File: config.mk
export PLATFORM = sky130hd
export DESIGN_NAME = passive_cell_balance_decider
export DESIGN_NICKNAME = d
export VERILOG_FILES = /design/src/rtl/pcbd_pkg.sv /design/src/rtl/passive_cell_balance_decider.sv /design/src/rtl/pcbd_div.sv
export VERILOG_INCLUDE_DIRS = /design/src /design/src/rtl
export SDC_FILE = /design/constraint.sdc
export NUM_CORES = 1
export LEC_CHECK = 0
export BUFFER_PORTS_ARGS = -buffer_cell sky130_fd_sc_hd__buf_2
export CAP_MARGIN = 40
export CORE_MARGIN = 2
export CORE_UTILIZATION = 55
export CTS_CLUSTER_DIAMETER = 30
export CTS_CLUSTER_SIZE = 24
export DETAILED_ROUTE_END_ITERATION = 12
export PLACE_DENSITY = 0.74
export SYNTH_ARGS = -nofsm -noshare
export SYNTH_HDL_FRONTEND = slang
export SYNTH_SLANG_ARGS = --single-unit
File: constraint.sdc
create_clock -name clk -period 16.9 [get_ports clk]
set_input_delay 4.225 -clock clk [delete_from_list [all_inputs] [get_ports clk]]
set_output_delay 4.225 -clock clk [all_outputs]
set_load 0.05 [all_outputs]
File: src/rtl/assert_macros.svh
// assertion macros shared by the rtl modules
`ifndef ASSERT_MACROS_SVH
`define ASSERT_MACROS_SVH

// implication checked on every rising clock edge outside reset
`define ASSERT_CLK(label, prop, msg) \
  label: assert property (@(posedge clk) disable iff (rst) prop) else $error(msg);

// same check, also evaluated during reset
`define ASSERT_ALWAYS(label, prop, msg) \
  label: assert property (@(posedge clk) prop) else $error(msg);

`endif

File: src/rtl/pcbd_pkg.sv
// package with sizes and shared types of the passive cell balance decider
`default_nettype none
package pcbd_pkg;

  localparam int MODULES         = 8;
  localparam int TAPS_PER_MODULE = 16;

  localparam int VOLT_W = 16;
  localparam int ID_W   = 6;
  localparam int MOD_W  = (MODULES > 1) ? $clog2(MODULES) : 1;
  localparam int CNT_W  = $clog2(TAPS_PER_MODULE + 1);
  localparam int SUM_W  = VOLT_W + ((TAPS_PER_MODULE > 1) ? $clog2(TAPS_PER_MODULE) : 1);
  localparam int STEP_W = $clog2(SUM_W);

  // register indexes on the apb port
  localparam logic [1:0] REG_ENABLE    = 2'd0;
  localparam logic [1:0] REG_THRESHOLD = 2'd1;
  localparam logic [1:0] REG_MARKER    = 2'd2;

  typedef struct packed {
    logic             valid;
    logic [SUM_W-1:0] dividend;
    logic [CNT_W-1:0] divisor;
  } div_req_t;

  typedef struct packed {
    logic             done;
    logic [SUM_W-1:0] quotient;
  } div_rsp_t;

endpackage
`default_nettype wire

File: src/rtl/passive_cell_balance_decider.sv
// top level of the passive cell balance decider
// Usage:
//   Tap samples enter on start while busy is low; each carries module_index,
//   cell_voltage and last_sample. A sample that is not last is accumulated
//   and busy stays low, so samples may arrive every cycle.
//   A sample with last_sample high is accumulated and then starts the
//   evaluation walk: busy goes high, each module with data runs through the
//   shared bit-serial divider (SUM_W = 20 quotient bits), modules without
//   data skip the divider, then one decision per module follows on
//   result_valid in consecutive cycles, module 0 first, last_decision on the
//   final one. busy falls in the cycle that shows the last decision.
//   Each decision is on the result ports for exactly one cycle; the receiver
//   cannot stall and must take it then.
//   Registers on the APB port: 0x0 passive_enable, 0x4 balance_threshold,
//   0x8 invalid_marker; pready is always high. Write them only while idle.
//   Reset (rst, synchronous) clears sums, counts and registers to their
//   defaults (enable 0, threshold 100, marker 0) and returns to idle.
`default_nettype none
`include "assert_macros.svh"
module passive_cell_balance_decider (
  input  wire        clk,
  input  wire        rst,
  input  wire        start,
  output logic       busy,
  input  wire [5:0]  module_index,
  input  wire [15:0] cell_voltage,
  input  wire        last_sample,
  output logic       result_valid,
  output logic [5:0] module_id,
  output logic       balance_on,
  output logic [15:0] module_average,
  output logic       no_valid_data,
  output logic       last_decision,
  input  wire        psel,
  input  wire        penable,
  input  wire        pwrite,
  input  wire [3:0]  paddr,
  input  wire [31:0] pwdata,
  output logic [31:0] prdata,
  output logic       pready
);

  localparam int MOD_W  = pcbd_pkg::MOD_W;
  localparam int CNT_W  = pcbd_pkg::CNT_W;
  localparam int SUM_W  = pcbd_pkg::SUM_W;
  localparam int VOLT_W = pcbd_pkg::VOLT_W;

  localparam logic [1:0] ST_IDLE = 2'd0;
  localparam logic [1:0] ST_EVAL = 2'd1;
  localparam logic [1:0] ST_WAIT = 2'd2;
  localparam logic [1:0] ST_EMIT = 2'd3;

  localparam logic [6:0]       MODULES_V = 7'(pcbd_pkg::MODULES);
  localparam logic [MOD_W-1:0] MOD_LAST  = MOD_W'(pcbd_pkg::MODULES - 1);

  logic                passive_enable;
  logic [VOLT_W-1:0]   balance_threshold;
  logic [VOLT_W-1:0]   invalid_marker;

  logic [1:0]          state;
  logic [MOD_W-1:0]    idx;
  logic [VOLT_W-1:0]   lowest_average;

  logic [SUM_W-1:0]    tap_sum       [pcbd_pkg::MODULES];
  logic [CNT_W-1:0]    valid_count   [pcbd_pkg::MODULES];
  logic [VOLT_W-1:0]   average_store [pcbd_pkg::MODULES];
  logic [pcbd_pkg::MODULES-1:0] has_data;

  logic                cfg_write;
  logic                accept;
  logic [MOD_W-1:0]    rd_idx;
  logic [SUM_W-1:0]    sum_rd;
  logic [CNT_W-1:0]    cnt_rd;
  logic                acc_hit;
  logic                last_idx;

  pcbd_pkg::div_req_t  div_req;
  pcbd_pkg::div_rsp_t  div_rsp;
  logic [VOLT_W-1:0]   quot16;

  logic [VOLT_W-1:0]   emit_avg;
  logic [VOLT_W:0]     emit_diff;
  logic                emit_on;

  // apb
  assign pready    = 1'b1;
  assign cfg_write = psel && penable && pwrite && pready;

  always_ff @(posedge clk) begin
    if (rst) begin
      passive_enable    <= 1'b0;
      balance_threshold <= 16'd100;
      invalid_marker    <= '0;
    end else if (cfg_write) begin
      case (paddr[3:2])
        pcbd_pkg::REG_ENABLE:    passive_enable    <= pwdata[0];
        pcbd_pkg::REG_THRESHOLD: balance_threshold <= pwdata[VOLT_W-1:0];
        pcbd_pkg::REG_MARKER:    invalid_marker    <= pwdata[VOLT_W-1:0];
        default: ;
      endcase
    end
  end

  always_comb begin
    case (paddr[3:2])
      pcbd_pkg::REG_ENABLE:    prdata = {31'd0, passive_enable};
      pcbd_pkg::REG_THRESHOLD: prdata = {16'd0, balance_threshold};
      pcbd_pkg::REG_MARKER:    prdata = {16'd0, invalid_marker};
      default:                 prdata = '0;
    endcase
  end

  // accumulation
  assign busy     = (state != ST_IDLE);
  assign accept   = start && !busy;
  assign rd_idx   = busy ? idx : module_index[MOD_W-1:0];
  assign sum_rd   = tap_sum[rd_idx];
  assign cnt_rd   = valid_count[rd_idx];
  assign last_idx = (idx == MOD_LAST);
  assign acc_hit  = accept && ({1'b0, module_index} < MODULES_V) &&
                    (cell_voltage != invalid_marker) &&
                    (cnt_rd < CNT_W'(pcbd_pkg::TAPS_PER_MODULE));

  always_ff @(posedge clk) begin
    if (rst) begin
      for (int m = 0; m < pcbd_pkg::MODULES; m++) begin
        tap_sum[m]     <= '0;
        valid_count[m] <= '0;
      end
    end else if (acc_hit) begin
      tap_sum[rd_idx]     <= sum_rd + SUM_W'(cell_voltage);
      valid_count[rd_idx] <= cnt_rd + 1'b1;
    end else if (state == ST_EVAL) begin
      tap_sum[rd_idx]     <= '0;
      valid_count[rd_idx] <= '0;
    end
  end

  // shared divider
  assign div_req.valid    = (state == ST_EVAL) && (cnt_rd != '0);
  assign div_req.dividend = sum_rd;
  assign div_req.divisor  = cnt_rd;
  assign quot16           = div_rsp.quotient[VOLT_W-1:0];

  pcbd_div u_div (
    .clk (clk),
    .rst (rst),
    .req (div_req),
    .rsp (div_rsp)
  );

  // sequencer
  always_ff @(posedge clk) begin
    if (rst) begin
      state <= ST_IDLE;
      idx   <= '0;
    end else begin
      case (state)
        ST_IDLE: begin
          if (accept && last_sample) begin
            state <= ST_EVAL;
            idx   <= '0;
          end
        end
        ST_EVAL: begin
          if (cnt_rd != '0) begin
            state <= ST_WAIT;
          end else if (last_idx) begin
            state <= ST_EMIT;
            idx   <= '0;
          end else begin
            idx <= idx + 1'b1;
          end
        end
        ST_WAIT: begin
          if (div_rsp.done) begin
            if (last_idx) begin
              state <= ST_EMIT;
              idx   <= '0;
            end else begin
              state <= ST_EVAL;
              idx   <= idx + 1'b1;
            end
          end
        end
        ST_EMIT: begin
          if (last_idx) begin
            state <= ST_IDLE;
            idx   <= '0;
          end else begin
            idx <= idx + 1'b1;
          end
        end
        default: begin
          state <= ST_IDLE;
          idx   <= '0;
        end
      endcase
    end
  end

  always_ff @(posedge clk) begin
    if (state == ST_IDLE && accept && last_sample) begin
      lowest_average <= '1;
    end else if (state == ST_WAIT && div_rsp.done && quot16 < lowest_average) begin
      lowest_average <= quot16;
    end
  end

  always_ff @(posedge clk) begin
    if (state == ST_EVAL) begin
      has_data[idx] <= (cnt_rd != '0);
      if (cnt_rd == '0) begin
        average_store[idx] <= '0;
      end
    end else if (state == ST_WAIT && div_rsp.done) begin
      average_store[idx] <= quot16;
    end
  end

  // decisions
  assign emit_avg  = average_store[idx];
  assign emit_diff = {1'b0, emit_avg} - {1'b0, lowest_average};
  assign emit_on   = passive_enable && has_data[idx] && !emit_diff[VOLT_W] &&
                     (emit_diff[VOLT_W-1:0] > balance_threshold);

  always_ff @(posedge clk) begin
    if (rst) begin
      result_valid <= 1'b0;
    end else begin
      result_valid <= (state == ST_EMIT);
    end
  end

  always_ff @(posedge clk) begin
    if (state == ST_EMIT) begin
      module_id      <= 6'(idx);
      balance_on     <= emit_on;
      module_average <= emit_avg;
      no_valid_data  <= !has_data[idx];
      last_decision  <= last_idx;
    end
  end

  `ASSERT_CLK(a_last_has_valid, (result_valid && last_decision) |=> !result_valid,
              "transaction after the last decision")
  `ASSERT_CLK(a_burst, (result_valid && !last_decision) |=> result_valid,
              "gap inside the decision burst")
  `ASSERT_CLK(a_eval_busy, (accept && last_sample) |=> busy,
              "evaluation did not start after the last sample")
  `ASSERT_CLK(a_div_only_eval, div_rsp.done |-> (state == ST_WAIT),
              "divider result outside the wait state")

endmodule
`default_nettype wire

File: src/rtl/pcbd_div.sv
// iterative restoring divider, one quotient bit per cycle
`default_nettype none
`include "assert_macros.svh"
module pcbd_div (
  input  wire               clk,
  input  wire               rst,
  input  wire pcbd_pkg::div_req_t req,
  output pcbd_pkg::div_rsp_t rsp
);

  logic                          run;
  logic                          done;
  logic [pcbd_pkg::STEP_W-1:0]   step;
  logic [pcbd_pkg::CNT_W-1:0]    rem;
  logic [pcbd_pkg::CNT_W-1:0]    dvs;
  logic [pcbd_pkg::SUM_W-1:0]    quo;
  logic [pcbd_pkg::CNT_W:0]      shifted;
  logic [pcbd_pkg::CNT_W:0]      diff;
  logic                          qbit;

  assign shifted = {rem, quo[pcbd_pkg::SUM_W-1]};
  assign diff    = shifted - {1'b0, dvs};
  assign qbit    = ~diff[pcbd_pkg::CNT_W];

  always_ff @(posedge clk) begin
    if (rst) begin
      run  <= 1'b0;
      done <= 1'b0;
      step <= '0;
    end else begin
      done <= 1'b0;
      if (req.valid) begin
        run  <= 1'b1;
        step <= '0;
      end else if (run) begin
        step <= step + 1'b1;
        if (step == pcbd_pkg::STEP_W'(pcbd_pkg::SUM_W - 1)) begin
          run  <= 1'b0;
          done <= 1'b1;
        end
      end
    end
  end

  always_ff @(posedge clk) begin
    if (req.valid) begin
      rem <= '0;
      dvs <= req.divisor;
      quo <= req.dividend;
    end else if (run) begin
      rem <= qbit ? diff[pcbd_pkg::CNT_W-1:0] : shifted[pcbd_pkg::CNT_W-1:0];
      quo <= {quo[pcbd_pkg::SUM_W-2:0], qbit};
    end
  end

  assign rsp.done     = done;
  assign rsp.quotient = quo;

  `ASSERT_CLK(a_done_pulse, done |=> !done, "divider done longer than one cycle")
  `ASSERT_CLK(a_start_idle, req.valid |-> !run, "divider started while running")

endmodule
`default_nettype wire

* Word-level counts from Yosys, hierarchy flattened
Memories as Yosys holds them, arrays and structs flattened. A register that Yosys moved wholly into a read port is not among the register bits.
Index checks and enable logic that the tools add are counted.
** Word-level totals
- Bits in registers :: 122
- Bits in latches :: 0
- RAM bits :: 328
- ROM bits :: 0
- Output and inout bits :: 60
- Memories kept :: 3
** Memory list
- tap_sum :: depth 8, width 20, read ports 1, clocked after memory_dff 0, wr ports 8, RTL line passive_cell_balance_decider.sv:64 : logic [SUM_W-1:0] tap_sum [pcbd_pkg::MODULES];
- average_store :: depth 8, width 16, read ports 1, clocked after memory_dff 1, wr ports 1, RTL line passive_cell_balance_decider.sv:66 : logic [VOLT_W-1:0] average_store [pcbd_pkg::MODULES];
- valid_count :: depth 8, width 5, read ports 1, clocked after memory_dff 0, wr ports 8, RTL line passive_cell_balance_decider.sv:65 : logic [CNT_W-1:0] valid_count [pcbd_pkg::MODULES];
** Operators by class
- Add/sub/neg operators :: 6
- Multipliers :: 0
- Divide/modulo/power cells :: 0
- Order comparisons :: 6
- Eq/ne operators :: 13
- Shift-type cells :: 0
- Muxes and demuxes :: 52
- Bitwise gates (word level) :: 5
- Reductions and logical operators :: 34
** Operators with widths (number)
- 20-bit 2-to-1 mux :: 4
- 16-bit one-hot mux with 3 select lines :: 1
- 3-bit 2-to-1 mux :: 9
- 1-bit 2-to-1 mux :: 23
- 20-bit by 16-bit adder with 20-bit output :: 1
- 20-bit OR reduction :: 1
- 16-bit by 16-bit subtractor with 17-bit output :: 1
- 16-bit greater-than comparator :: 1
- 1-bit logical AND :: 16
- 16-bit less-than comparator :: 1
- 16-bit 2-to-1 mux :: 1
- 16-bit != test :: 1
- 5-bit 2-to-1 mux :: 3
- 2-bit 2-to-1 mux :: 6
- 3-bit one-hot mux with 4 select lines :: 1
- 5-bit by 1-bit adder with 5-bit output, second input constant :: 2
- 8-bit bitwise mux :: 1
- 2-bit one-hot mux with 4 select lines :: 1
- 2-bit equality test, second input constant :: 3
- 6-bit by 4-bit less-than comparator with 1-bit output, second input constant :: 1
- 2-bit != test, second input constant :: 3
- 2-bit AND reduction :: 3
- 6-bit by 5-bit subtractor with 6-bit output :: 1
- 5-bit equality test, second input constant :: 1
- other kinds (22) :: 30

* Longest topological paths before layout
Gate-level depths: netlist of the first run.
- Word-level depth :: 12
- Gate-level depth with buffers :: 22
- Depth with buffers taken out :: 20

* Cells and area by module
From an unflattened synthesis of the first run, not the netlist that was laid out.
** Unflattened totals
- Cells, all modules :: 1699
- Area total of the unflattened synthesis :: 21142.8 µm²
** Modules (own cells, without submodules)
- passive_cell_balance_decider :: times used 1, cells each 1567, area an instance 19413.6 µm², sequential area each 11911.4 µm²
- pcbd_div :: times used 1, cells each 132, area an instance 1729.2 µm², sequential area each 991.0 µm²

* Worst setup path before layout of the first run
OpenSTA, ideal clock, no wires.
- Path type :: input-to-output
- Start point :: input port paddr[3]
- End point :: output port prdata[0]
- Data arrival time :: 5450 ps
- Data required time :: 12675 ps
- Setup slack :: 7225 ps
- Stages :: 5
- Path through :: nor2b_1 clkbuf_1 clkbuf_1 nand2_1 o21ai_0
** On the way
- Word-level cells in the longest chain between the ends :: 2
** Ends and longest elaborated chain
- start, declared :: RTL line passive_cell_balance_decider.sv:37 : input wire [3:0] paddr,
- 2-bit equality test (tied with other cells) :: RTL line passive_cell_balance_decider.sv:105 : case (paddr[3:2])
- 16-bit one-hot mux with 3 select lines * :: RTL line passive_cell_balance_decider.sv:105
- end, declared :: RTL line passive_cell_balance_decider.sv:39 : output logic [31:0] prdata,
Every way passes the cells marked *; elsewhere a longest branch is shown, timed or not.

* Final worst setup path of the first run
- Start point :: input port paddr[2]
- End point :: output port prdata[10]
The elaborated chain is that of the path after synthesis.

==> results of run 1 <==
-- cell type report --
type	instances	area share, %
Tap cell	518	2.56
Timing Repair Buffer	126	3.18
Clock buffer	97	8.91
Inverter	56	0.830
Clock inverter	58	2.58
Multi-Input combinational cell	1178	31.0
Sequential cell	453	50.9
-- per-layer routing --
metal	vias up	wire (um)	track usage, %
met5	-	0	0
met4	0	1930	11.8
met3	141	5120	5.38
met2	762	27700	46.7
met1	7411	21200	35.5
li1	6738	-	-
-- tightest hold or removal path: stages (launching register included) --
cell	delay [ns]
sky130_fd_sc_hd__dfxtp_1	0.32
sky130_fd_sc_hd__nand2_1	0.06
sky130_fd_sc_hd__a21oi_1	0.05
-- logic make-up (layout without fill, tap and decap cells) --
logic type      after synthesis  count (layout)  share of synthesized area (%)
mux                          79              79                           5.70
fa+ha+maj                    77              77                           4.60
buf+inv                     162             337                           3.70
compound gates              320             320                           10.2
flops                       453             453                           60.2
other cells                   2              20                         0.0351
simple gates                627             627                           13.3
xor+xnor                     55              55                           2.28
-- path summary, 6_finish.rpt --
path,end,cells after the start,startpoint,slack [ns]
max,prdata[10],5,paddr[2],7.09
min,balance_threshold[3],2,balance_threshold[3],0.48
max reg2reg,tap_sum[2][18],16,state[1],10.22
min reg2reg,balance_threshold[3],2,balance_threshold[3],0.48
-- sequential cells by signal, summed over array words and instances (netlist names), 2 cells and up, named ones only --
name / cells
idx: 3
has_data: 8
average_store: 128
u_div.dvs: 5
balance_threshold: 16
u_div.step: 5
lowest_average: 16
module_average: 16
module_id: 3
valid_count: 40
invalid_marker: 16
tap_sum: 160
state: 2
u_div.quo: 20
u_div.rem: 5
-- power breakdown --
part	switching (uW)	internal [uW]
sequential	33.7	1260
clock	599	1100
combinational	303	141
total	936	2500
-- cells in the final DEF (no fill, tap or decap), types with 15 or more instances in the layout --
cell type                     n
sky130_fd_sc_hd__mux4_2      32
sky130_fd_sc_hd__a22o_1      29
sky130_fd_sc_hd__nand4_1     20
sky130_fd_sc_hd__a21oi_1    104
sky130_fd_sc_hd__nand2_1    139
sky130_fd_sc_hd__mux2i_1     23
sky130_fd_sc_hd__buf_2       89
sky130_fd_sc_hd__o21ai_0     41
sky130_fd_sc_hd__nor3_1      19
sky130_fd_sc_hd__a22oi_1     44
sky130_fd_sc_hd__nor2b_1     15
sky130_fd_sc_hd__dfxtp_1     69
sky130_fd_sc_hd__clkinv_2    15
sky130_fd_sc_hd__nand3_1     29
sky130_fd_sc_hd__xor2_1      15
sky130_fd_sc_hd__clkbuf_16   89
sky130_fd_sc_hd__and2_1      24
sky130_fd_sc_hd__ha_1        74
sky130_fd_sc_hd__xnor2_1     39
sky130_fd_sc_hd__edfxtp_1   383
sky130_fd_sc_hd__nor2_1     298
sky130_fd_sc_hd__conb_1      20
sky130_fd_sc_hd__buf_4       28
sky130_fd_sc_hd__inv_6       15
sky130_fd_sc_hd__mux2_2      16
sky130_fd_sc_hd__inv_1       54
-- metrics by stage --
stage,setup WS (ns),instance area [sq um],cells
floorplan,7.23,21500,1793
finish,7.09,25300,2486
global route,7.00,25300,2486
CTS,7.11,25300,2486
detailed placement,7.12,22400,2331
global placement,6.83,22300,2319
==> results.txt, run 1 <==
Routability-driven placement finished with a final weighted congestion of 0.939. For this run, the detailed router's first-pass iteration total came to 6. STA classifies the critical path startpoint as an input pin. The post-CTS repair timing setup buffer count is 0.

On the final layout, the worst hold slack is 0.475 ns. The placeable core region came out at 38600 sq um. Setup repair after global routing left no endpoint under its margin.

The path class of the tightest hold or removal check is reg2reg. The hold buffer count at cts is 0. The effective utilization at floorplan is a little under three fifths. The worst clock skew came out at 0.0203 ns. The routed via count is 15100. The final net count is 2041. In the synthesized netlist the dominant register cell turns out to be sky130_fd_sc_hd__edfxtp_1.

The number of flip-flops and latches in the synthesized netlist is 453. In the final layout, the share of cells above drive strength 1 is 19.0%. In the synthesized netlist the async set-or-reset flop fraction comes to 0%. During placement, the flow inserted port buffers numbering 86. In the final layout, flip-flops and latches occupy around 13000 sq um. The floorplan die height came out at 201 um. The maximum fanout along the worst path came out at 9. Sorting the synthesized cells by area gives the leading types as sky130_fd_sc_hd__edfxtp_1 (54%), sky130_fd_sc_hd__dfxtp_1 (6.5%), sky130_fd_sc_hd__nor2_1 (5.2%), sky130_fd_sc_hd__ha_1 (4.3%), sky130_fd_sc_hd__mux4_2 (3.4%). The utilization after layout came out at 65.7%. The clock latency on the worst-skew pair is 0.61 ns. The post-synthesis cell area is 21400 sq um.

Yosys mapped a number of flops with a built-in enable equal to 383. The hold violation total from the final report came out at 0. 125 I/O pins were placed. The worst setup path is captured at a primary output. The number of clock buffers added by TritonCTS is 84. The minimum clock period is between 9 and 10 ns.

The sequential area share after synthesis came out at 60.2%. The maximum buffer depth of the clock tree came out at 3. The post-synthesis area per instance is 12.1 sq um. The global-route wire length before repair came out at between 80000 and 90000 um. The die area is 40500 sq um. The placed wire-length estimate after detailed placement came out at 35300 um. The category of the critical setup timing path is in2out. The relative slew slack is between 30% and 40%. The floorplan row count came out at ~70. The highest cell delay on the worst timing path is 0.57 ns. The top cell type's share of synthesized area is 53.7%.

Max-cap violations in this run came to 0. The part of the cycle the worst path needs came out at 58.0%. By instance count, the leading cell after synthesis is sky130_fd_sc_hd__edfxtp_1. The final-report max-slew violation count came to 0.

The number of DRC violations after detailed routing is 0. The data required time at the worst endpoint is 12.68 ns. After clock tree synthesis, the clock-pin slew on the worst setup and hold paths is 0.05 ns. The yosys synthesis warning count is 0.

The remaining antenna violation count is 0. The DRC violation total after the first TritonRoute iteration came out at around 1500. The number of global-route vias before repair came out at 15100. The flow ran to the end, and the final reports show no timing, DRC or antenna violations. The area of combinational cells with multiple inputs came out at between 7000 and 8000 sq um. The cell count after synthesis is ~1800. sky130_fd_sc_hd__edfxtp_1 takes more of the synthesized area than any other cell. The worst ir drop on vdd is 113 uV. Summed over all failing endpoints, the final setup total negative slack is 0 ns. The total of cells resized after clock tree synthesis is 0. The power density normalized to cell area came out at 136 nW/um^2. For this design, the slowest cell found on the critical path is sky130_fd_sc_hd__nor2b_1. The cell leakage power came out at 0.00983 uW. The cell with the most instances on the worst path is sky130_fd_sc_hd__buf_2. Broken down by cell family, the worst path's largest delay share belongs to buffers and inverters. The fill cell instance count of the final layout is around 2900. In the final routed layout, each cell accounts on average for 22.5 um. Clock tree synthesis selected as its root buffer the cell sky130_fd_sc_hd__clkbuf_16. Setup violations remaining at the end of the flow were counted as 0. The initial antenna violation count came to 0. The number of buffer and inverter instances along the worst setup path is 3.

The clock tree from TritonCTS is built. In the routed layout, each cell is associated on average with a via count of 6.05. The pin count of the biggest net entering global routing is 52. At the pin with the least slew margin, the transition time is between 0.9 and 1 ns. Relative to the synthesized area, the layout overhead comes to 18.2%. The post-route total power came out at 3430 uW.

The width of the chip came out at 201 um. Data on the critical path arrives at its endpoint at 5.58 ns. CTS built an H-tree with a depth of 3. For this block, the routed nets add up to between 50000 and 60000 um of wire. The overflow left after global routing came out at 0. In the synthesized netlist, the cells that appear most often are sky130_fd_sc_hd__edfxtp_1 (383), sky130_fd_sc_hd__nor2_1 (299), sky130_fd_sc_hd__nand2_1 (139). The highest achievable clock rate is roughly 100 MHz.

The total track usage came out at 27.8%. The count of clock tree sinks came out at around 450. The number of antenna diodes in the final layout is 0. The number of unique standard cell types used by synthesis came out at 84. The signal on the critical path passes through buf_2, nor2b_1, buf_6, a22o_1, buf_2.
(Power assumes the default switching activity.)
==> inputs of run 2 (changes only) <==
==> constraint.sdc (replaced) <==
create_clock -name clk -period 9.3 [get_ports clk]
set_input_delay 2.325 -clock clk [delete_from_list [all_inputs] [get_ports clk]]
set_output_delay 2.325 -clock clk [all_outputs]
set_load 0.05 [all_outputs]
==> results.txt, run 2 (synthesis gave the netlist of run 1 again) <==
At the worst endpoint, the required time is just under 10 ns. Detailed placement ended at an HPWL of about 35000 um. The number of flip-flops under the largest register name came out at 160. The global-route wire length before repair is just under 90000 um. STA classifies the critical path endpoint as a flop. The routed via count is 15100. At the pin with the least slew margin, the transition time is about 0.94 ns. Traced cell by cell, the critical path runs through buf_2, nor4b_1, a21o_1, and2_1, buf_4, a22oi_1, nand4_1, ha_1, fa_1, a211o_1, a2111oi_0, o21bai_1, a221oi_1, o21ai_0, nand3_1, xor2_1, nor2_1. In the final layout, the share of cells above drive strength 1 is 19.3%. The run finished with clean final reports. The hold violation total from the final report is 0. Entering global routing, the biggest net connects 52 pins. The highest cell delay on the worst timing path is 0.56 ns. The width of the chip is 201 um.

IR analysis of the VDD net gives a maximum drop of between 150 and 200 uV. The total length of routed wires came out at 56900 um. The cell leakage power came out at 0.00931 uW.

The kind of cell adding the most delay to the critical path is compound AO/OA/AOI/OAI gates. The post-CTS repair timing setup buffer count came out at 0. The die area is ~41000 sq um. The via density per instance is 6.05. The clock tree from TritonCTS is built. The worst hold slack came out at 0.475 ns. The clock arrives with 0.0216 ns of skew. The final weighted congestion in routability-driven placement came out at 0.919. At the worst endpoint, the arrival time is ~7.4 ns.

The number of buffers created by CTS is 88. Clock-pin slew was measured on the worst setup and hold paths at around 0.050 ns. The library cell used as clock root buffer is sky130_fd_sc_hd__clkbuf_16.

In the layout the commonest cells are sky130_fd_sc_hd__edfxtp_1 (383), sky130_fd_sc_hd__nor2_1 (298), sky130_fd_sc_hd__nand2_1 (139), sky130_fd_sc_hd__a21oi_1 (104), sky130_fd_sc_hd__clkbuf_16 (93). The area growth from synthesis to layout is 18.5%. After the last flow step, the layout net total stands at 2043.

The number of top-level pins came out at 125. In this run the worst path has a maximum fanout of 9. The initialized floorplan defines 72 standard-cell rows.

The number of detailed-routing iterations run before antenna repair is 6. Once detail routing completed, the nets flagged for antenna violations numbered 0. The maximum buffer depth of the clock tree came out at 3. The overflow left after global routing is 0. For this design, the CTS-stage hold fixing added 0 buffers. Setup repair after global routing left no endpoint under its margin. The power density normalized to cell area is 249 nW/um^2. The highest achievable clock rate came out at 141 MHz. The number of DRC violations after detailed routing is 0. STA classifies the critical path startpoint as an input pin. The count of clock tree sinks came out at 453.

The category of the critical setup timing path is in2reg. The H-tree depth reported by CTS is 3. For this configuration, the core starts out at a cell density of between 50% and 60%. For the worst-skew pair, the clock arrives at the later sink with an insertion delay of 0.61 ns. The count of buffers from port buffering came out at 86. The relative slew slack is 37.4%. The number of buffer and inverter instances along the worst setup path came out at 2. The accumulated negative setup slack came out at 0 ns. The most common cell after layout, fill and taps aside is sky130_fd_sc_hd__edfxtp_1. The total of cells resized after clock tree synthesis is 0.

The part of the cycle the worst path needs came out at 76.3%. The register with the most flip-flops in the final layout is tap_sum. The largest registers in the layout are tap_sum (160), average_store (128), valid_count (40). In the final routed layout, each cell accounts on average for ~23 um. The number of setup violations in the final report is 0. The slowest stage of the critical path belongs to the cell sky130_fd_sc_hd__xor2_1. The DRC violation total after the first TritonRoute iteration came out at 1549. The tightest min-delay check is of the reg2reg type. The number of maximum-capacitance constraint violations is 0. The minimum clock period is ~7 ns. The initial antenna violation count is 0. The number of global-route vias before repair is 15200. The total track usage is 28.2%. The placeable core region came out at ~39000 sq um. The floorplan die height is just over 200 um. The final-report max-slew violation count is 0.
[run 2: area by class of cell]
type                            instances  area, sq um
Antenna cell                            1         2.50
Timing Repair Buffer                  124          764
Multi-Input combinational cell       1178         7850
Clock buffer                          107         2420
Clock inverter                         56          583
Inverter                               56          210
Fill cell                            2799        13200
Tap cell                              518          648
Sequential cell                       453        12900
[run 2: metrics by stage]
| stage | utilization, % | total power [uW] | worst slack, ns | instances | instance area [sq um] |
|---|---|---|---|---|---|
| floorplan | - | 2940 | 2.88 | 1793 | 21500 |
| global placement | 57.7 | 3160 | 1.76 | 2320 | 22300 |
| detailed placement | 58.0 | 3200 | 1.68 | 2329 | 22400 |
| CTS | 65.8 | 6320 | 2.28 | 2492 | 25400 |
| global route | 65.8 | 6520 | 1.79 | 2492 | 25400 |
| finish | 65.8 | 6320 | 2.20 | 2493 | 25400 |
[run 2: worst reg2reg max path: cells and delay by family (launching register included)]
| kind | cells | cell delay, ns |
|---|---|---|
| fa+ha+maj | 2 | 0.76 |
| compound gates | 6 | 1.92 |
| buf+inv | 2 | 0.54 |
| flops | 1 | 0.87 |
| xor+xnor | 1 | 0.56 |
| simple gates | 5 | 0.83 |
| mux | 1 | 0.48 |
[run 2: power by group]
| group | leakage, uW | internal (uW) | switching [uW] |
|---|---|---|---|
| Combinational | 0.00375 | 268 | 565 |
| Sequential | 0.00412 | 2290 | 61.5 |
| Clock | 0.00144 | 2060 | 1080 |
[run 2: final timing paths]
check	startpoint	to	slack (ns)	depth (start not counted)
worst max-delay path	module_index[0]	tap_sum[6][18]	2.20	17
worst min-delay path	balance_threshold[8]	balance_threshold[8]	0.47	2
worst max register to register	state[1]	tap_sum[6][18]	3.04	17
worst min register to register	balance_threshold[8]	balance_threshold[8]	0.47	2
[run 2: metal layers]
metal  vias to the layer above  wire length (um)  GRT usage, %  part of all wire, %
li1                       6770                 -             -                    -
met1                      7353             21400          35.8                   38
met2                       809             28300          46.6                   50
met3                       141              5190          6.54                  9.1
met4                         0              1990          12.3                  3.5
met5                         -                 0             0                    0
